`src/rtl/scbs_pkg.sv`:
```
// Shared types, constants and helpers for the sample consensus background subtractor.
// No dependencies; every other file imports this package.
package scbs_pkg;

  // Default store geometry
  localparam int SCBS_MAX_ROWS    = 256;
  localparam int SCBS_MAX_COLS    = 256;
  localparam int SCBS_MAX_SAMPLES = 32;

  // Foreground run limits
  localparam logic [7:0] GHOST_LIMIT = 8'd50;
  localparam logic [7:0] COUNT_MAX   = 8'd255;

  // Configuration register indexes
  localparam logic [2:0] CFG_NUM_SAMPLES = 3'd0;
  localparam logic [2:0] CFG_MIN_MATCHES = 3'd1;
  localparam logic [2:0] CFG_RADIUS      = 3'd2;
  localparam logic [2:0] CFG_FRAME_ROWS  = 3'd3;
  localparam logic [2:0] CFG_FRAME_COLS  = 3'd4;

  // Commands
  localparam logic CMD_CLASSIFY = 1'b0;
  localparam logic CMD_LOAD     = 1'b1;

  typedef struct packed {
    logic       cmd;
    logic [7:0] pixel_row;
    logic [7:0] pixel_col;
    logic [7:0] pixel_value;
    logic [7:0] self_gate;
    logic [4:0] self_slot;
    logic [7:0] nbr_gate;
    logic [3:0] nbr_dy_pick;
    logic [3:0] nbr_dx_pick;
    logic [4:0] nbr_slot;
  } in_item_t;

  typedef struct packed {
    logic       is_foreground;
    logic [7:0] fg_run_count;
  } out_item_t;

  // Neighbour offset table {-1,0,1,-1,1,-1,0,1,0}; picks above 8 act as 8
  function automatic logic signed [1:0] nbr_offset(input logic [3:0] pick);
    logic signed [1:0] off;
    case (pick)
      4'd0: off = -2'sd1;
      4'd1: off = 2'sd0;
      4'd2: off = 2'sd1;
      4'd3: off = -2'sd1;
      4'd4: off = 2'sd1;
      4'd5: off = -2'sd1;
      4'd6: off = 2'sd0;
      4'd7: off = 2'sd1;
      default: off = 2'sd0;
    endcase
    return off;
  endfunction

endpackage

```
`src/rtl/scbs_nbr.sv`:
```
// Neighbour cell address: offset lookup, clamp into the frame, cell index.
// Depends on scbs_pkg (offset table).
module scbs_nbr import scbs_pkg::*; #(
  parameter int MAX_ROWS = SCBS_MAX_ROWS,
  parameter int MAX_COLS = SCBS_MAX_COLS,
  parameter int RW       = (MAX_ROWS > 1) ? $clog2(MAX_ROWS) : 1,
  parameter int CW       = (MAX_COLS > 1) ? $clog2(MAX_COLS) : 1,
  parameter int CELL_W   = (MAX_ROWS * MAX_COLS > 1) ? $clog2(MAX_ROWS * MAX_COLS) : 1
) (
  input  logic [RW-1:0]     row,
  input  logic [CW-1:0]     col,
  input  logic [3:0]        dy_pick,
  input  logic [3:0]        dx_pick,
  input  logic [8:0]        frame_rows,
  input  logic [8:0]        frame_cols,
  output logic [CELL_W-1:0] nbr_idx
);

  logic [13:0]        rows_eff, cols_eff;
  logic signed [14:0] pr, pc;
  logic [RW-1:0]      nr;
  logic [CW-1:0]      nc;

  // Effective frame size, clamped to [1, MAX]
  always_comb begin
    if (frame_rows == 9'd0) rows_eff = 14'd1;
    else if (14'(frame_rows) > 14'(MAX_ROWS)) rows_eff = 14'(MAX_ROWS);
    else rows_eff = 14'(frame_rows);
    if (frame_cols == 9'd0) cols_eff = 14'd1;
    else if (14'(frame_cols) > 14'(MAX_COLS)) cols_eff = 14'(MAX_COLS);
    else cols_eff = 14'(frame_cols);
  end

  // Shifted position clamped into the frame
  always_comb begin
    pr = $signed({1'b0, 14'(row)}) + 15'(nbr_offset(dy_pick));
    pc = $signed({1'b0, 14'(col)}) + 15'(nbr_offset(dx_pick));
    if (pr < 0) nr = '0;
    else if (pr > $signed({1'b0, rows_eff - 14'd1})) nr = RW'(rows_eff - 14'd1);
    else nr = RW'(pr);
    if (pc < 0) nc = '0;
    else if (pc > $signed({1'b0, cols_eff - 14'd1})) nc = CW'(cols_eff - 14'd1);
    else nc = CW'(pc);
  end

  assign nbr_idx = CELL_W'(CELL_W'(nr) * CELL_W'(MAX_COLS)) + CELL_W'(nc);

endmodule

```
`config.mk`:
```
export PLATFORM = sky130hd
export DESIGN_NAME = scbs_nbr
export DESIGN_NICKNAME = d
export VERILOG_FILES = /design/src/rtl/scbs_pkg.sv /design/src/rtl/scbs_nbr.sv
export SDC_FILE = /design/constraint.sdc
export NUM_CORES = 1
export LEC_CHECK = 0
export BUFFER_PORTS_ARGS = -buffer_cell sky130_fd_sc_hd__buf_2
export CORE_MARGIN = 2
export CORE_UTILIZATION = 51
export DETAILED_ROUTE_END_ITERATION = 6
export PLACE_DENSITY = 0.77
export RECOVER_POWER = 25
export SLEW_MARGIN = 20
export SYNTH_ARGS = -nofsm -noshare
export SYNTH_HDL_FRONTEND = slang
export SYNTH_SLANG_ARGS = --single-unit
```
`constraint.sdc`:
```
create_clock -name vclk -period 4.4
set_input_delay 0.22 -clock vclk [all_inputs]
set_output_delay 0.22 -clock vclk [all_outputs]
set_load 0.01 [all_outputs]
```
**Word level (Yosys, flattened, before mapping)**

Memories as Yosys holds them, arrays and structs flattened.
Index checks and enable logic that the tools add are counted.
Widths: inputs -> output; s select.

- Bits in registers: 0
- Bits in read-only memories: 32
- Word-level logic and storage cells: 25
- Memories kept: 2

Memory list:

| name | depth | width | read ports | clocked after memory_dff | wr ports | RTL line | text |
|---|---|---|---|---|---|---|---|
| (no name shown) | 8 | 2 | 1 | 0 | 0 | scbs_pkg.sv:46 | `case (pick)` |
| (no name shown) | 8 | 2 | 1 | 0 | 0 | scbs_pkg.sv:46 |  |

- $add $sub $neg: 5
- $lt $le $gt $ge: 6
- Muxes and demuxes: 10
- Reductions and logical operators: 2

Operator list:

| kind | number |
|---|---|
| $mux 9 | 4 |
| $mux 8 | 4 |
| $gt 10x15->1 | 2 |
| $sub 14x1->14 const B | 2 |
| $add 9x2->10 | 2 |
| $lt 10x1->1 const B | 2 |
| $gt 9x9->1 const B | 2 |
| $logic_not 9->1 | 2 |
| $add 16x8->16 | 1 |
| $mux 2 | 2 |

**Logic depth before layout (Yosys ltp)**

- Depth in word-level cells: 8
- Depth in mapped cells: 20
- Gate-level depth less buffers: 19

**Worst setup path before layout**

No wires, ideal clock.

- Path type: input to output
- Start point: input port dx_pick[0]
- End point: output port nbr_idx[0]
- Data arrival time: 4330 ps
- Path slack: -150 ps
- Stages: 17
- Cells stage by stage: inv_1 > ha_1 > mux2i_1 > nor2_1 > ha_1 > a211oi_1 > nor2_1 > o22ai_1 > o21bai_1 > xor2_1 > ha_1 > and4_1 > a2111oi_0 > a221o_1 > buf_6 > nor2_1 > a211oi_1

- Cells in the longest elaborated chain, start to end: 7
- Elaborated cells on any way between the ends: 8

RTL lines:

| element | RTL line | text |
|---|---|---|
| start, declared | scbs_nbr.sv:13 | `input logic [3:0] dx_pick,` |
| $mem_v2 8x2 * | n/a |  |
| $mux 2 * | scbs_pkg.sv:46 |  |
| $add 9x2->10 * | scbs_nbr.sv:37 | `pc = $signed({1'b0, 14'(col)}) + 15'(nbr_offset(dx_pick));` |
| $gt 10x15->1 | scbs_nbr.sv:42 | `else if (pc > $signed({1'b0, cols_eff - 14'd1})) nc = CW'(cols_eff - 14'd1);` |
| $mux 8 | scbs_nbr.sv:42 |  |
| $mux 8 * | scbs_nbr.sv:41 | `if (pc < 0) nc = '0;` |
| $add 16x8->16 * | scbs_nbr.sv:46 | `assign nbr_idx = CELL_W'(CELL_W'(nr) * CELL_W'(MAX_COLS)) + CELL_W'(nc);` |
| end, declared | scbs_nbr.sv:16 | `output logic [CELL_W-1:0] nbr_idx` |

Mark *: on every way between the ends. The rest lies on a longest branch, timed or not.

**Worst setup path after layout**

- Start point: input port dx_pick[0]
- End point: output port nbr_idx[3]

The elaborated chain is that of the path after synthesis.

==> metrics.md <==
| Metric | Value |
|---|---|
| Outcome | complete, no violations |
| Utilization after layout | 68.1% |
| Final hold violation count | 0 |
| Area share of the largest cell type after synthesis | 31.3% |
| Worst EP arrival | 4.03 ns |
| Max_cap viols | 0 |
| Vias | 2,275 |
| Router iterations before antenna repair | 4 |
| # nets final | 454 |
| Initial Util | 52.3% |
| DRT antenna net count | 0 |
| Site Rows | 23 |
| Grt ovf | 0 |
| Die footprint | 0.00460 mm^2 |
| Hold Path Class | primary input to primary output |
| Cells after DPL | 401 |
| DRC violations left | 0 |
| IO buf count | 58 |
| RSZ-0062 raised after global routing | true |
| Drt wl/cell | 13.0 um |
| Clk_buf instances | 0 |
| Worst-path cell chain | buf_8, inv_4, ha_4, mux2i_4, nor2_4, buf_4, ha_1, or4_1, o22ai_2, o21bai_2, xor2_2, ha_1, and4_1, nand2_1, a221o_1, a221o_1, buf_6, or2_4, a21oi_2, buf_2 |
| Hold WS | 0.964 ns |
| Final min period | 4.25 ns |
| Synth cell types | 49 |
| Die H | 67.8 um |
| Most instantiated library cell after synthesis | ha_1 |
| CORE AREA | 0.00397 mm^2 |
| Nature of the critical path startpoint | primary input |
| Tot Pwr | 492 uW |
| Area taken by multi-input logic gates | 0.00214 mm^2 |
| Reg area | 0 um^2 |
| Share of cells above drive strength 1 | 28.9% |
| Top post-synthesis cells by count | ha_1 (52), nor2_1 (26), a21oi_1 (25) |
| Overall Global Routing Usage | 21.3% |
| Power Density | 182 mW/mm^2 |
| Syn Inst Count | 282 |
| WP buf/inv | 5 |
| N_diodes | 0 |
| Top delay family on crit path | compound AO/OA/AOI/OAI gates |
| Peak supply drop | 123 uV |
| Setup TNS | 0 ns |
| Min-Delay Path Depth | 4 |
| Post-synth top area cell | ha_1 |
| Number of global-route vias before repair | 1,945 |
| Seq/Total Area, Yosys | 0% |
| Design area | 0.00270 mm^2 |
| Hold_sp | frame_rows[7] |
| Slew headroom | 66.5% |
| Fillers | 341 |
| Iteration-0 DRC Markers | 114 |
| Worst hold endpoint | nbr_idx[15] |
| Global-route wire length before repair | 8020 um |
| Fin cells | 406 |
| Syn-to-layout area delta | 30.2% |
| Cell with the largest stage delay on the worst path | or4_1 |
| Leak Pwr | 1.35 nW |
| Max incr delay on CP | 0.43 ns |
| Max-slew violation count | 0 |
| Initial antenna violation count | 0 |
| WS Path Type | primary input to primary output |
| Worst setup margin | 0.147 ns |
| Final setup violation count | 0 |
| Area contributors post-synth | ha_1 (31%), a21oi_1 (6.0%), a211oi_1 (5.1%) |
| Post-Syn Area per Cell | 7.36 um^2 |
| Via-per-instance ratio | 5.60 |
| Placed instance area | 0.00250 mm^2 |
| Slew at the pin closest to its max-slew limit | 0.496 ns |
| Pre-CTS setup slack | -0.0158 ns |
| Cts hold-fix bufs | 0 |
| Synth Warn # | 0 |
| Die W | 67.8 um |
| Largest net degree at the start of global routing | 17 |
| Worst path required time | 4.18 ns |
| Routed wire length | 5270 um |
| IO Count | 58 |
| Final Wtd Congestion | 0.890 |
| Crit end category | primary output |
| Post-Syn Area | 0.00208 mm^2 |
| Period Utilization, post-route | 96.7% |
| F_max | 0.235 GHz |
| Num sequential | 0 |
| Worst-path fanout max | 8 |
| Detailed Place HPWL | 4330 um |
-- cells in the final DEF, fill, tap and decap left out, drive strengths merged, types with 3 or more instances in the layout --
master / Yosys / routed
or3: 3 / 3
xnor2: 8 / 8
nand2b: 5 / 5
nand3: 4 / 4
nor2: 26 / 26
a21o: 7 / 7
conb: 1 / 6
nor3: 9 / 9
xor2: 9 / 9
mux2i: 7 / 7
ha: 52 / 52
or2: 8 / 8
nor2b: 7 / 7
inv: 20 / 20
nand4: 5 / 5
a211oi: 14 / 14
nor4: 3 / 3
o21ai: 14 / 14
buf: 2 / 71
nand2: 14 / 14
a31oi: 3 / 3
o21bai: 7 / 7
or4: 3 / 3
a21oi: 26 / 26
-- where the power goes --
group | leakage (nW) | internal [mW] | switching [mW]
clock network | 0 | 0 | 0
registers | 0 | 0 | 0
logic | 1.35 | 0.226 | 0.266
total | 1.35 | 0.226 | 0.266
-- routing by layer --
layer / vias to the layer above / track usage, % / share of wire, %
li1: 1192 / - / -
met1: 1036 / 27.8 / 46
met2: 43 / 41.2 / 50
met3: 4 / 0.500 / 3.5
met4: 0 / 0 / 0.80
met5: - / 0 / 0
-- logic make-up (layout without fill, tap and decap cells) --
| logic type | after synthesis | count (layout) | synth area share (%) |
|---|---|---|---|
| AOI/OAI and AO/OA | 88 | 88 | 27.7 |
| xor gates and xnor gates | 17 | 17 | 7.17 |
| adders and majority gates | 54 | 54 | 33.3 |
| buffers and inverters | 23 | 92 | 4.58 |
| muxes | 7 | 7 | 3.38 |
| other | 1 | 6 | 0.181 |
| and+or+nand+nor | 92 | 92 | 23.7 |
-- worst max path at each step --
| stage | from | endpoint | slack, ns | depth (start not counted) |
|---|---|---|---|---|
| floorplan | dx_pick[0] | nbr_idx[0] | 0.05 | 17 |
| global placement | dy_pick[0] | nbr_idx[9] | 0.11 | 20 |
| detailed placement | dx_pick[0] | nbr_idx[3] | -0.02 | 21 |
| CTS | dx_pick[0] | nbr_idx[3] | 0.02 | 21 |
| global route | dx_pick[0] | nbr_idx[7] | -0.02 | 21 |
| finish | dx_pick[0] | nbr_idx[3] | 0.15 | 20 |
-- worst min-delay path, stage by stage --
cell and delay [ns]:
buf_2 0.12, a21oi_1 0.18, a211oi_1 0.10, clkbuf_1 0.12
-- layout make-up --
type,count,area share (%)
Multi-Input combinational cell,264,79.2
Timing Repair Buffer,72,15.5
Inverter,20,2.96
Tap cell,50,2.31
-- repair_timing --
action | 4_1_cts | 5_1_grt
gates resized for setup | 3 | 41
cloned | 0 | 1
buffers inserted | 0 | 4
setup endpoints to repair | 4 | 16
pin swaps | 0 | 23
Power figures use the tool's default switching activity.
